<file path="src/sv/tilt_pkg.sv">
// ---------------------------------------------------------------------------
// tilt_pkg
// Shared constants, selector and result-kind codes, and the arctangent
// table used by the tilt angle pipeline.
// ---------------------------------------------------------------------------
package tilt_pkg;

   localparam int SAMPLE_BITS_DEF = 13;
   localparam int FRAC_BITS       = 16;
   localparam int CORDIC_STEPS    = 24;
   localparam int ANGLE_BITS      = 11;
   localparam int ACC_BITS        = 32;
   localparam int RAD_FRAC        = 30;
   localparam int QUARTER_TURN    = 900;

   // angle = acc * 90000 / (157 * 2^30), 1800/3.14 = 90000/157
   localparam int SCALE_NUM       = 90000;
   localparam int SCALE_NUM_BITS  = 17;
   localparam int DIV_CONST       = 157;
   localparam int RECIP           = 427444;   // floor(2^26 / 157)
   localparam int RECIP_BITS      = 19;
   localparam int RECIP_SHIFT     = 26;
   localparam int QUO_BITS        = 12;

   localparam int MID_DEPTH       = 4;
   localparam int OUT_DEPTH       = 2;

   localparam logic [1:0] CMD_Z    = 2'd0;
   localparam logic [1:0] CMD_X    = 2'd1;
   localparam logic [1:0] CMD_Y    = 2'd2;
   localparam logic [1:0] CMD_NONE = 2'd3;

   localparam int KIND_BITS = 3;
   localparam logic [KIND_BITS-1:0] KIND_ZERO   = 3'd0;
   localparam logic [KIND_BITS-1:0] KIND_UNDEF  = 3'd1;
   localparam logic [KIND_BITS-1:0] KIND_QPOS   = 3'd2;
   localparam logic [KIND_BITS-1:0] KIND_QNEG   = 3'd3;
   localparam logic [KIND_BITS-1:0] KIND_CORDIC = 3'd4;

   // atan(2^-i) in radians, 30 fraction bits
   function automatic logic [ACC_BITS-1:0] atan_q30(input int idx);
      logic [ACC_BITS-1:0] v;
      case (idx)
         0:  v = 32'd843314856;
         1:  v = 32'd497837829;
         2:  v = 32'd263043836;
         3:  v = 32'd133525158;
         4:  v = 32'd67021686;
         5:  v = 32'd33543515;
         6:  v = 32'd16775850;
         7:  v = 32'd8388437;
         8:  v = 32'd4194282;
         9:  v = 32'd2097149;
         10: v = 32'd1048575;
         11: v = 32'd524287;
         12: v = 32'd262143;
         13: v = 32'd131071;
         14: v = 32'd65535;
         15: v = 32'd32767;
         16: v = 32'd16383;
         17: v = 32'd8191;
         18: v = 32'd4095;
         19: v = 32'd2047;
         20: v = 32'd1023;
         21: v = 32'd511;
         22: v = 32'd255;
         23: v = 32'd127;
         default: v = '0;
      endcase
      return v;
   endfunction

endpackage

</file>
<file path="src/sv/tilt_front.sv">
// ---------------------------------------------------------------------------
// tilt_front
// Accepts a sample, classifies the special cases and computes the root of
// the sum of squares, one root bit per pipeline stage.
// ---------------------------------------------------------------------------
module tilt_front import tilt_pkg::*; #(
   parameter int SAMPLE_BITS = SAMPLE_BITS_DEF
) (
   input  logic                                      clock,
   input  logic                                      reset,
   input  logic                                      push,
   output logic                                      full,
   input  logic [1:0]                                cmd,
   input  logic signed [SAMPLE_BITS-1:0]             accel_x,
   input  logic signed [SAMPLE_BITS-1:0]             accel_y,
   input  logic signed [SAMPLE_BITS-1:0]             accel_z,
   output logic                                      out_valid,
   input  logic                                      out_ready,
   output logic [KIND_BITS-1:0]                      out_kind,
   output logic                                      out_root_is_num,
   output logic signed [SAMPLE_BITS-1:0]             out_plain,
   output logic [SAMPLE_BITS+FRAC_BITS-1:0]          out_root
);

   localparam int QW   = SAMPLE_BITS + FRAC_BITS;
   localparam int RADW = 2 * QW;
   localparam int REMW = QW + 2;
   localparam int SUMW = 2 * SAMPLE_BITS;

   logic en;

   // entry selection
   logic signed [SAMPLE_BITS-1:0] a, b, p;
   logic                          rin;
   logic                          root_zero, plain_zero, num_zero, den_zero, num_neg;
   logic [KIND_BITS-1:0]          kind_in;
   logic [SAMPLE_BITS-1:0]        ma, mb;

   always_comb begin
      a   = accel_x;
      b   = accel_y;
      p   = accel_z;
      rin = 1'b0;
      case (cmd)
         CMD_Z: begin
            a = accel_x; b = accel_y; p = accel_z; rin = 1'b1;
         end
         CMD_X: begin
            a = accel_y; b = accel_z; p = accel_x;
         end
         CMD_Y: begin
            a = accel_x; b = accel_z; p = accel_y;
         end
         default: begin
            a = accel_x; b = accel_y; p = accel_z;
         end
      endcase
      root_zero  = (a == '0) && (b == '0);
      plain_zero = (p == '0);
      num_zero   = rin ? root_zero : plain_zero;
      den_zero   = rin ? plain_zero : root_zero;
      num_neg    = rin ? 1'b0 : p[SAMPLE_BITS-1];
      if (cmd == CMD_NONE) begin
         kind_in = KIND_ZERO;
      end else if (num_zero && den_zero) begin
         kind_in = KIND_UNDEF;
      end else if (den_zero) begin
         kind_in = num_neg ? KIND_QNEG : KIND_QPOS;
      end else if (num_zero) begin
         kind_in = KIND_ZERO;
      end else begin
         kind_in = KIND_CORDIC;
      end
      ma = a[SAMPLE_BITS-1] ? SAMPLE_BITS'(-a) : SAMPLE_BITS'(a);
      mb = b[SAMPLE_BITS-1] ? SAMPLE_BITS'(-b) : SAMPLE_BITS'(b);
   end

   // square stage
   logic                          sq_v_ff;
   logic [KIND_BITS-1:0]          sq_kind_ff;
   logic                          sq_rin_ff;
   logic signed [SAMPLE_BITS-1:0] sq_plain_ff;
   logic [SUMW-1:0]               sq_a_ff, sq_b_ff, sq_a_in, sq_b_in;

   assign sq_a_in = SUMW'(ma) * SUMW'(ma);
   assign sq_b_in = SUMW'(mb) * SUMW'(mb);

   // root stages, index 0 holds the radicand
   logic                          v_ff     [QW+1];
   logic [KIND_BITS-1:0]          kind_ff  [QW+1];
   logic                          rin_ff   [QW+1];
   logic signed [SAMPLE_BITS-1:0] plain_ff [QW+1];
   logic [RADW-1:0]               rad_ff   [QW+1];
   logic [REMW-1:0]               rem_ff   [QW+1];
   logic [QW-1:0]                 root_ff  [QW+1];

   assign en   = !v_ff[QW] || out_ready;
   assign full = !en;

   always_ff @(posedge clock) begin
      if (reset) begin
         sq_v_ff <= 1'b0;
         v_ff[0] <= 1'b0;
      end else if (en) begin
         sq_v_ff <= push;
         v_ff[0] <= sq_v_ff;
      end
   end

   always_ff @(posedge clock) begin
      if (en) begin
         sq_kind_ff  <= kind_in;
         sq_rin_ff   <= rin;
         sq_plain_ff <= p;
         sq_a_ff     <= sq_a_in;
         sq_b_ff     <= sq_b_in;
         kind_ff[0]  <= sq_kind_ff;
         rin_ff[0]   <= sq_rin_ff;
         plain_ff[0] <= sq_plain_ff;
         rad_ff[0]   <= {sq_a_ff + sq_b_ff, {(2 * FRAC_BITS){1'b0}}};
         rem_ff[0]   <= '0;
         root_ff[0]  <= '0;
      end
   end

   for (genvar k = 0; k < QW; k++) begin : g_root
      logic [REMW+1:0] tmp, trial;
      logic [REMW-1:0] rem_in;
      logic [QW-1:0]   root_in;

      always_comb begin
         tmp   = {rem_ff[k], rad_ff[k][RADW-1 -: 2]};
         trial = {2'b00, root_ff[k], 2'b01};
         if (tmp >= trial) begin
            rem_in  = REMW'(tmp - trial);
            root_in = {root_ff[k][QW-2:0], 1'b1};
         end else begin
            rem_in  = REMW'(tmp);
            root_in = {root_ff[k][QW-2:0], 1'b0};
         end
      end

      always_ff @(posedge clock) begin
         if (reset) begin
            v_ff[k+1] <= 1'b0;
         end else if (en) begin
            v_ff[k+1] <= v_ff[k];
         end
      end

      always_ff @(posedge clock) begin
         if (en) begin
            kind_ff[k+1]  <= kind_ff[k];
            rin_ff[k+1]   <= rin_ff[k];
            plain_ff[k+1] <= plain_ff[k];
            rad_ff[k+1]   <= {rad_ff[k][RADW-3:0], 2'b00};
            rem_ff[k+1]   <= rem_in;
            root_ff[k+1]  <= root_in;
         end
      end
   end

   assign out_valid       = v_ff[QW];
   assign out_kind        = kind_ff[QW];
   assign out_root_is_num = rin_ff[QW];
   assign out_plain       = plain_ff[QW];
   assign out_root        = root_ff[QW];

endmodule

</file>
<file path="config.mk">
export PLATFORM = sky130hd
export DESIGN_NAME = tilt_front
export DESIGN_NICKNAME = d
export VERILOG_FILES = /design/src/sv/tilt_pkg.sv /design/src/sv/tilt_front.sv
export SDC_FILE = /design/constraint.sdc
export NUM_CORES = 2
export LEC_CHECK = 0
export ABC_CLOCK_PERIOD_IN_PS = 43300
export BUFFER_PORTS_ARGS = -buffer_cell sky130_fd_sc_hd__buf_4
export CAP_MARGIN = 20
export CORE_MARGIN = 2
export CORE_UTILIZATION = 50
export CTS_CLUSTER_DIAMETER = 200
export DETAILED_ROUTE_END_ITERATION = 12
export PLACE_DENSITY_LB_ADDON = 0.2
export SLEW_MARGIN = 20
export SYNTH_ARGS = -nofsm -noshare
export SYNTH_HDL_FRONTEND = slang
export SYNTH_SLANG_ARGS = --single-unit
</file>
<file path="constraint.sdc">
create_clock -name clock -period 43.3 [get_ports clock]
set_clock_uncertainty 0.15 [all_clocks]
set_input_delay 4.33 -clock clock [delete_from_list [all_inputs] [get_ports clock]]
set_output_delay 4.33 -clock clock [all_outputs]
set_load 0.05 [all_outputs]
</file>
==> out/qor.yml <==
status: "finished, final reports clean"
synth_top_area_frac: 0.5897
dieArea_mm2: 0.2107
critPathMaxFanout: 37
critPathRequiredTime_ns: 43.71
grt_pass1_vias: 60762
grt-ovfl-total: 0
clock-root-buffer: "clkbuf_16"
syn_avg_cell_area_um2: 12.58
drc: 0
coreArea_mm2: 0.2064
rsz0062_at_grt: "no"
syn2layout_area_growth_pct: 10.88
clock.fmax_ghz: 0.08329
startpoint_type: "input pin"
clock_latency_ns: 0.88
p_leak_nw: 47.69
vdd_drop_max_v: 0.0003240
cp_slowest_cell: "fa_1"
dp_hpwl_mm: 145.3
period_share: 0.2773
ys_types: 103
drt_iter0_drc: 4545
h-tree-depth: 4
wl_per_cell_um: 17.40
post_cts_buffers: 0
netSwitchingPower_mw: 3.082
gp_congestion: 0.8948
cts_tree: "built"
synth-edff-count: 2033
finalPower_mw: 8.549
initial_core_util: 0.5015
hp-class: "register to register"
hold_violations: 0
synthCells: 8233
path_common_cell: "fa_1"
pwr-share-comb: 0.399
top_layer: "met4"
wirelength_mm: 197.6
fin_ws_ns: 31.29
ys_async_sr_fraction: 0
slew_viol_final: 0
max-cap-violations: 0
clkPwrFrac: 0.213
path_class: "input pin to register"
ys.flop_type: "edfxtp_1"
die_w_um: 459.0
p_seq_frac: 0.388
antenna_found_initial: 2
grt_first_pass_wirelength_mm: 318.9
drtAntennaViolNets: 0
clk_pin_slew_ns: 0.06
p_int_mw: 5.467
synth_top_area_cell: "edfxtp_1"
synth_area_mm2: 0.1035
max_stage_delay_ns: 0.53
stdcell_area_mm2: 0.1148
drt-vias-per-instance: 5.406
dr_wl_met3_mm: 9.917
cts_hold_buf: 0
fin_cells: 11358
row_count: 167
grt_max_degree: 192
wl_met1_mm: 91.87
dr.pass1.iters: 5
pin_count: 93
ys_warn_count: 0
ys_seq_area_frac: 0.5899
vias: 61402
nNetsFinal: 9329
clock_sinks: 2034
yosys-top-cells-count: "edfxtp_1 (2033), inv_1 (906), ha_1 (594), nor2_1 (557), nand2_1 (541)"
final.setup.tns_ns: 0
drive_above_1_share: 0.07260
critPathArrivalTime_ns: 12.41
place_ws_ns: 30.49
worst_slew_pin_slew_ns: 1.044
period_needed_ns: 12.01
crit_path_end_kind: "register"
dp_cells: 10971
power_density_mw_per_mm2: 74.48
ctsResizeCount: 0
die_y_um: 459.0
yosys-top-cells-area: "edfxtp_1 (59%), ha_1 (7.2%), fa_1 (4.1%), xnor2_1 (3.4%), inv_1 (3.3%)"
clockBufferDepth: 3
dpl_cell_area_mm2: 0.1076
synth.most_common_cell: "edfxtp_1"
portBuffers: 92
sw_frac_of_total: 0.3605
n_fill_cell: 16920
numCtsBuffers: 209
slew-limit-headroom: 0.2940
wl_met2_mm: 91.84
setup_viol: 0
grtUsageTotal: 0.1875
ys_ff_latch: 2034
[registers in the layout, summed over array words and instances (netlist names), 13 cells and up]
signal	flops
rem_ff	809
root_ff	435
plain_ff	390
rad_ff	182
kind_ff	90
rin_ff	30
v_ff	30
sq_a_ff	25
sq_b_ff	25
sq_plain_ff	13
[per-stage QoR]
stage / utilization / hold slack [ns]
floorplan: - / 0.2503
global placement: 0.5214 / 0.2504
detailed placement: 0.5214 / 0.2545
CTS: 0.5557 / 0.1890
global route: 0.5560 / 0.1920
finish: 0.5561 / 0.1950
[metal layers]
layer	vias up	GRT usage
li1	30133	-
met1	29704	0.2670
met2	1273	0.3001
met3	292	0.02940
met4	0	0.05046
met5	-	0
[worst max-delay path: cells and delay by family]
family / cells / cell delay (ns)
xor+xnor: 2 / 0.51
buf+inv: 8 / 1.38
fa+ha+maj: 8 / 3.16
compound gates: 7 / 1.75
simple gates: 4 / 0.79
mux: 1 / 0.49
[cell families after synthesis]
logic type,count (synthesis),synth area share
buffers and inverters,1033,0.03786
flip-flops,2034,0.5899
XOR/XNOR,733,0.06201
other,2,0.00007254
adder cells (fa/ha/maj),804,0.1124
AND/OR/NAND/NOR,2047,0.09656
AO/OA/AOI/OAI,1458,0.08828
multiplexers,122,0.01296
[path summary, 6_finish.rpt]
kind	slack, ns	startpoint	depth (start not counted)	endpoint
max	31.29	cmd[1]	30	sq_a_ff[25]
max reg2reg	37.37	v_ff[29]	7	plain_ff[5][0]
min	0.19	plain_ff[3][0]	0	plain_ff[4][0]
min reg2reg	0.19	plain_ff[3][0]	0	plain_ff[4][0]
[layout by cell type (no fill, tap or decap), types with 210 or more instances in the layout]
master | Yosys | final
o21ai_0 | 351 | 351
inv_1 | 906 | 905
nand2_1 | 541 | 541
xor2_1 | 335 | 335
edfxtp_1 | 2033 | 2033
a21oi_1 | 469 | 468
ha_1 | 594 | 594
xnor2_1 | 398 | 398
fa_1 | 210 | 210
nor2_1 | 557 | 556
[layout make-up]
| type | count | area, um2 | area share |
|---|---|---|---|
| timing repair buffer | 135 | 1132 | 0.009864 |
| multi-input combinational | 5184 | 38670 | 0.3369 |
| sequential | 2034 | 61070 | 0.5320 |
| tap | 2704 | 3383 | 0.02947 |
| antenna | 4 | 10.01 | 0.00008720 |
| clock buffer | 239 | 5343 | 0.04654 |
| clock inverter | 142 | 1739 | 0.01515 |
| inverter | 916 | 3447 | 0.03003 |
[power groups by stage]
| stage | clock network, mW | registers, mW | logic [mW] |
|---|---|---|---|
| after global routing | 1.95 | 3.37 | 3.87 |
| after CTS | 1.87 | 3.32 | 3.44 |
| after detailed placement | 0 | 3.35 | 3.41 |
| final | 1.82 | 3.32 | 3.41 |
| after global placement | 0 | 3.34 | 3.36 |
| after floorplan | 0 | 3.21 | 2.60 |
(Power assumes the default switching activity.)
