`src/sv/tilt_fifo.sv`:
```
// ---------------------------------------------------------------------------
// tilt_fifo
// Small register queue with push/full and pop/empty sides.
// ---------------------------------------------------------------------------
module tilt_fifo #(
   parameter int WIDTH = 8,
   parameter int DEPTH = 2
) (
   input  logic             clock,
   input  logic             reset,
   input  logic             push,
   output logic             full,
   input  logic [WIDTH-1:0] wdata,
   input  logic             pop,
   output logic             empty,
   output logic [WIDTH-1:0] rdata
);

   localparam int PW = $clog2(DEPTH);
   localparam int CW = $clog2(DEPTH + 1);

   logic [WIDTH-1:0] mem_ff [DEPTH];
   logic [PW-1:0]    wr_ff, wr_in, rd_ff, rd_in;
   logic [CW-1:0]    cnt_ff, cnt_in;
   logic             do_push, do_pop;

   assign full    = (cnt_ff == CW'(DEPTH));
   assign empty   = (cnt_ff == '0);
   assign do_push = push && !full;
   assign do_pop  = pop && !empty;
   assign rdata   = mem_ff[rd_ff];

   always_comb begin
      wr_in  = wr_ff;
      rd_in  = rd_ff;
      cnt_in = cnt_ff;
      if (do_push) begin
         wr_in = (wr_ff == PW'(DEPTH - 1)) ? '0 : wr_ff + 1'b1;
      end
      if (do_pop) begin
         rd_in = (rd_ff == PW'(DEPTH - 1)) ? '0 : rd_ff + 1'b1;
      end
      if (do_push && !do_pop) begin
         cnt_in = cnt_ff + 1'b1;
      end else if (do_pop && !do_push) begin
         cnt_in = cnt_ff - 1'b1;
      end
   end

   always_ff @(posedge clock) begin
      if (reset) begin
         wr_ff  <= '0;
         rd_ff  <= '0;
         cnt_ff <= '0;
      end else begin
         wr_ff  <= wr_in;
         rd_ff  <= rd_in;
         cnt_ff <= cnt_in;
      end
   end

   always_ff @(posedge clock) begin
      if (do_push) begin
         mem_ff[wr_ff] <= wdata;
      end
   end

endmodule

```
`config.mk`:
```
export PLATFORM = sky130hd
export DESIGN_NAME = tilt_fifo
export DESIGN_NICKNAME = d
export VERILOG_FILES = /design/src/sv/tilt_fifo.sv
export SDC_FILE = /design/constraint.sdc
export NUM_CORES = 1
export LEC_CHECK = 0
export ABC_CLOCK_PERIOD_IN_PS = 4150
export CAP_MARGIN = 20
export CORE_MARGIN = 5
export CORE_UTILIZATION = 45
export DETAILED_ROUTE_END_ITERATION = 10
export DONT_BUFFER_PORTS = 1
export PLACE_DENSITY = 0.56
export SLEW_MARGIN = 15
export SYNTH_ARGS = -nofsm -noshare
export SYNTH_HDL_FRONTEND = slang
export SYNTH_SLANG_ARGS = --single-unit
```
`constraint.sdc`:
```
create_clock -name clock -period 4.15 [get_ports clock]
set_input_delay 0 -clock clock [delete_from_list [all_inputs] [get_ports clock]]
set_output_delay 0 -clock clock [all_outputs]
set_load 0.05 [all_outputs]
```
==> results of run 1 <==
-- cell usage in the layout, fill, tap and decap left out --
cell and instances:
dlygate4sd3_1 10, and2_1 1, inv_1 2, edfxtp_1 16, nor2b_2 1, clkbuf_4 3
mux2_2 8, dfxtp_1 5, o21ai_0 3, nor2_1 5, ha_1 1, clkbuf_1 1
or3_1 2, a21oi_1 2, xor2_1 3
-- power by group through the flow --
stage          sequential, uW  combinational [uW]  clock [uW]
4_1_cts                   297                 258        93.6
3_3_place_gp              298                 237           0
3_5_place_dp              302                 246           0
6_report                  297                 257        91.7
5_1_grt                   302                 274         103
2_1_floorplan             286                 235           0
-- critical path, stage by stage (launching register included) --
cell and delay, ns:
dfxtp_1 0.41, nor2b_2 0.59, nor2_1 0.12, ha_1 0.35, or3_1 0.39, a21oi_1 0.16
-- registers in the layout, indices dropped and copies added, names as in the netlist, named ones only --
register and flops:
cnt_ff 2, rd_ff 1, wr_ff 1, mem_ff 16
-- metal layers --
layer,vias to the layer above,part of all wire (%)
li1,209,-
met1,210,34
met2,15,58
met3,2,5.9
met4,0,1.3
met5,-,0
-- layout make-up --
class	count	area, um2	area share, %
inverters	2	7.51	0.794
clock buffers	4	26.3	2.78
repair buffers	10	100	10.6
flip-flops and latches	21	581	61.4
well taps	25	31.3	3.31
multi-input cells	26	200	21.2
-- path summary, 6_finish.rpt --
| kind | from | end | slack, ns | depth (start not counted) |
|---|---|---|---|---|
| worst max register to register | cnt_ff[1] | cnt_ff[1] | 2.06 | 5 |
| worst min-delay path | pop | flip-flop | 0.06 | 3 |
| worst min register to register | rd_ff | flip-flop | 0.52 | 2 |
| worst max-delay path | cnt_ff[1] | cnt_ff[1] | 2.06 | 5 |
-- through the flow --
| step | instances | worst slack [ns] | hold WS (ns) | power, uW | util (%) |
|---|---|---|---|---|---|
| 2_1_floorplan | 50 | 2.31 | 0.0691 | 521 | - |
| 3_3_place_gp | 74 | 2.26 | 0.0705 | 535 | 48.0 |
| 3_5_place_dp | 74 | 2.08 | 0.0744 | 549 | 48.0 |
| 4_1_cts | 88 | 2.06 | 0.0557 | 649 | 55.4 |
| 5_1_grt | 88 | 1.99 | 0.123 | 678 | 55.4 |
| 6_report | 88 | 2.06 | 0.0604 | 645 | 55.4 |
-- cells by family after synthesis --
family	after synthesis	share of synthesized area, %
buf+inv	3	1.58
mux	8	11.4
flops	21	73.2
compound gates	5	3.15
simple gates	9	5.84
xor+xnor	3	3.31
fa+ha+maj	1	1.58
-- what timing repair did --
item	in CTS	in global routing
hold buffers	10	0
endpoints found under the hold margin	21	0
gates resized for setup	0	0
==> flow_summary.yaml, run 1 <==
outcome:
  outcome: "finished clean"
cts:
  path_clk_slew_ns: 0.10
  clockBufferDepth: 2
  cts_tree: "done"
  post_cts.repair.setup_buffers: 0
  clk_tree_root_cell: "clkbuf_4"
  clkLatencyLatePin_ns: 0.29
  number_of_levels_the_h_tree_was_split_into: 1
  clock-sinks: 21
  cts_made_buffers: 3
synthesis:
  yosys.cell_count.top_type: "edfxtp_1"
  synth_top_cell_area_share_pct: 60.6
  yosysWarningCount: 0
  ys_ff_latch: 21
  synth.avg_cell_area_um2: 15.9
  synth.net_count: 63
  yosysSeqAreaShare_pct: 73.2
  synth.largest_area_cell: "edfxtp_1"
  synth.distinct_cells: 13
  netlist_area_um2: 793
  yosys_most_used_dff: "edfxtp_1"
  post_synth_arst_share_pct: 0
  top_post_synthesis_cells_by_area: "edfxtp_1, dfxtp_1, mux2_2"
  ys_top_cells_by_count: "edfxtp_1, mux2_2, dfxtp_1, nor2_1"
  postSynthCellCount: 50
  number_of_enable_type_register_cells_in_the_synthesized_netlist: 16
timing:
  finalHoldViolations: 0
  max_slew_margin_pct: 41.0
  setup_total_negative_slack_ns: 0
  min_period_ns: 2.09
  finalSetupViolations: 0
  final_max_slew_viol_count: 0
  post_route_fraction_of_the_period_consumed_by_the_critical_path_pct: 50.3
  achievable-frequency_mhz: 480
  worst_clock_skew_ns: 0.00401
  worstMarginPinSlew_ns: 0.881
  rsz0062_at_grt: "no"
die:
  fp.dieH_um: 52.0
  row_count: 15
  die_area_mm2: 0.00270
  placeableCoreArea_mm2: 0.00171
  initial_core_util_pct: 46.4
  fp.dieW_um: 52.0
  design.portCount: 22
placement:
  port_buffers: 0
  detailed_place_hpwl_um: 935
  dpl_cell_area_um2: 820
  last_weighted_congestion_value_of_the_routability_driven_placer: 0.678
critical_path:
  critPathMaxFanout: 5
  cp-end-kind: "flip-flop"
  worst_path_required_time_ns: 4.37
  timing.critical_path.from_type: "flip-flop"
  worst_ep_arrival_time_ns: 2.30
  crit_type: "reg -> reg"
grt:
  initial_antenna_violation_count: 0
  groute.usage.overall_pct: 11.1
  grt_pass1_vias: 484
  gr-usage-met3_pct: 3.15
  grt_start_max_net_pins: 12
  busiest_layer: "met2"
  grt_use_met1_pct: 10.7
  grt_util_met2_pct: 21.8
  global_route.overflow_total: 0
  grt_pass1_wl_um: 2130
power_and_ir_drop:
  p_per_area_mw_per_mm2: 682
  power.combinational.fraction_pct: 39.8
  seqPwrFrac_pct: 46.0
  cell_internal_pwr_uw: 372
  power.leakage_uw: 0.000338
  share_clk_of_total_power_pct: 14.2
  irDropWorstVdd_uv: 373
  fraction_of_power_spent_switching_nets_pct: 42.4
  total_switching_power_uw: 274
finish:
  antennaDiodeCount: 0
  share_of_post_route_cells_with_drive_strength_above_1_pct: 19.0
  finalNetCount: 77
  fillCellCount: 142
  fin_area_um2: 946
  synthToLayoutAreaGrowth_pct: 19.2
drt:
  drt.antenna.violating_nets: 0
  drcViolationCount: 0
  detail_route.wirelength_um: 1310
  vias: 436
  avgRoutedWirePerCell_um: 14.8
  detail_route.first_pass.iterations: 4
  routed_via_density: 4.95
  drtIter0Drc: 6
min_path:
  hold_path.class: "in -> reg"
run:
  timing.max_cap.violations: 0
Power figures use the tool's default switching activity.
==> run 2, diff against run 1 <==
--- a/config.mk
+++ b/config.mk
@@ -5,13 +5,14 @@
 export SDC_FILE = /design/constraint.sdc
 export NUM_CORES = 1
 export LEC_CHECK = 0
-export ABC_CLOCK_PERIOD_IN_PS = 4150
+export ABC_AREA = 1
+export ABC_CLOCK_PERIOD_IN_PS = 1700
 export CAP_MARGIN = 20
 export CORE_MARGIN = 5
 export CORE_UTILIZATION = 45
 export DETAILED_ROUTE_END_ITERATION = 10
 export DONT_BUFFER_PORTS = 1
-export PLACE_DENSITY = 0.56
+export PLACE_DENSITY = 0.58
 export SLEW_MARGIN = 15
 export SYNTH_ARGS = -nofsm -noshare
 export SYNTH_HDL_FRONTEND = slang
==> constraint.sdc (replaced) <==
create_clock -name clock -period 1.7 [get_ports clock]
set_input_delay 0 -clock clock [delete_from_list [all_inputs] [get_ports clock]]
set_output_delay 0 -clock clock [all_outputs]
set_load 0.05 [all_outputs]
==> run 2 against run 1 <==
  * Sequential cell count stayed put
  * Setup slack worse by 1.8 ns
  * Final cell count is 19% higher
  * First-iteration DRC count is 33% lower
  * Die area is 3.6% higher
  * Sequential share of layout area is 4.5 points lower
  * Synthesized area is 4.4% higher
  * Total power is 150% higher
  * Critical path depth is 4 higher
  * Largest power group unchanged
  * Highest routed layer is now met3
==> flow_summary.yaml, run 2 <==
outcome:
  outcome: "finished clean"
timing:
  fin_ws_ns: 0.289
  max_slew_margin_pct: 76.5
  hold_ws_ns: 0.357
  rsz0062_at_grt: "no"
  achievable-frequency_mhz: 708
  finalSetupViolations: 0
  setup_total_negative_slack_ns: 0
  worstMarginPinSlew_ns: 0.353
  worst_clock_skew_ns: 0.00714
  finalHoldViolations: 0
  final_max_slew_viol_count: 0
  min_period_ns: 1.41
  post_route_fraction_of_the_period_consumed_by_the_critical_path_pct: 83.0
critical_path:
  worst_path_required_time_ns: 1.94
  cp-end-kind: "flip-flop"
  worst_ep_arrival_time_ns: 1.65
  r2r_slack_ns: 0.29
  critPathMaxFanout: 4
  timing.critical_path.from_type: "flip-flop"
  crit_type: "reg -> reg"
synthesis:
  synth.net_count: 75
  yosysWarningCount: 0
  postSynthCellCount: 62
  ys_top_cells_by_count: "edfxtp_1, nor2_1, mux2_2, inv_1, dfxtp_1"
  yosys_most_used_dff: "edfxtp_1"
  yosys.cell_count.top_type: "edfxtp_1"
  post_synth_arst_share_pct: 0
  synth.avg_cell_area_um2: 13.4
  synth_top_cell_area_share_pct: 58.0
  synth.largest_area_cell: "edfxtp_1"
  top_post_synthesis_cells_by_area: "edfxtp_1, dfxtp_1, mux2_2"
  netlist_area_um2: 828
  synth.distinct_cells: 16
  ys_ff_latch: 21
  yosysSeqAreaShare_pct: 70.1
  number_of_enable_type_register_cells_in_the_synthesized_netlist: 16
finish:
  largest_reg_flops: 16
  fin_area_mm2: 0.00102
  finalNetCount: 94
  antennaDiodeCount: 0
  share_of_post_route_cells_with_drive_strength_above_1_pct: 25.0
  biggest_register: "mem_ff"
  final_cell_mix: "edfxtp_1, dlygate4sd3_1, nor2_1, mux2_2, inv_1"
  mostFrequentLayoutCell: "edfxtp_1"
  largest_registers: "mem_ff: 16 flops, cnt_ff: 2 flops"
  synthToLayoutAreaGrowth_pct: 23.3
  final-instance-count-excl-fill: 105
min_path:
  hold_path.class: "in -> reg"
cts:
  post_cts.repair.setup_buffers: 0
  number_of_levels_the_h_tree_was_split_into: 1
  clock-sinks: 21
  cts_made_buffers: 3
  path_clk_slew_ns: 0.11
  clkLatencyLatePin_ns: 0.29
  clk_tree_root_cell: "clkbuf_4"
  clockBufferDepth: 2
  cts_tree: "done"
drt:
  detail_route.first_pass.iterations: 4
  routed_via_density: 4.62
  drtIter0Drc: 4
  vias: 485
  drcViolationCount: 0
  drt.antenna.violating_nets: 0
  detail_route.wirelength_um: 1230
  avgRoutedWirePerCell_um: 11.7
placement:
  port_buffers: 0
  last_weighted_congestion_value_of_the_routability_driven_placer: 0.698
  post-place-cells: 90
  detailed_place_hpwl_um: 849
  dpl_cell_area_um2: 885
  dp_worst_setup_slack_ns: 0.309
die:
  design.portCount: 22
  initial_core_util_pct: 47.5
  die_area_mm2: 0.00280
  row_count: 15
  fp.dieH_um: 52.9
  placeableCoreArea_mm2: 0.00175
  fp.dieW_um: 52.9
grt:
  initial_antenna_violation_count: 0
  groute.usage.overall_pct: 9.63
  global_route.overflow_total: 0
  grt_pass1_wl_um: 1790
  grt_start_max_net_pins: 12
  grt_pass1_vias: 436
power_and_ir_drop:
  irDropWorstVdd_uv: 771
  power.leakage_uw: 0.000388
  p_per_area_mw_per_mm2: 1580
run:
  timing.max_cap.violations: 0
## run 2: changes by cell type after synthesis, sizes merged, moves of 2 or more
cell,before,now
inv,2,9
nand2,0,4
nor2,5,9
o21ai,3,5
or3,2,0
xor2,3,0
## run 2: what timing repair did
| action | 4_1_cts | 5_1_grt |
|---|---|---|
| resized for setup | 0 | 0 |
| hold endpoints to repair | 21 | 0 |
| hold buffers | 11 | 0 |
## run 2: cell type report
class,instances,area [um2]
fill,147,724
timing repair buffer,15,140
tap,25,31.3
inverter,9,33.8
clock buffer,4,26.3
multi-input combinational,31,209
sequential,21,581
## run 2: where the power goes
group	internal [uW]	switching, uW	leakage [uW]
clock network	91.2	135	0.0000150
logic	200	460	0.000183
registers	654	71.7	0.000191
## run 2: cells by family after synthesis
logic type,count (synthesis),share of synthesized area (%)
adders and majority gates,1,1.51
DFF,21,70.1
muxes,8,10.9
AOI/OAI and AO/OA,6,4.53
buffers and inverters,10,4.68
and+or+nand+nor,16,8.31
## run 2: layer usage
layer / GRT usage, % / part of all wire [%] / up-vias
met3: 3.38 / 5.1 / 0
li1: - / - / 253
met1: 10.8 / 46 / 221
met2: 15.3 / 48 / 11
met5: 0 / 0 / -
met4: 6.38 / 0 / 0
## run 2: final timing paths
check	depth (start not counted)	startpoint	to
setup reg to reg	9	cnt_ff[1]	cnt_ff[1]
hold / removal	1	wdata[4]	mem_ff[1][4]
hold reg to reg	2	wr_ff	wr_ff
setup / recovery	9	cnt_ff[1]	cnt_ff[1]
## run 2: worst max-delay path: stages, from the launching register on
cell and delay (ns):
dfxtp_1 0.40, inv_1 0.10, o21ai_2 0.18, inv_2 0.06, ha_1 0.26, inv_1 0.10, nand3_1 0.08, nand2_1 0.06
inv_1 0.04, nor2_1 0.08
## run 2: stage by stage
stage | total power, uW | utilization, %
floorplan | 1270 | -
global placement | 1380 | 50.7
detailed placement | 1380 | 50.7
CTS | 1640 | 58.5
global route | 1720 | 58.5
finish | 1610 | 58.5
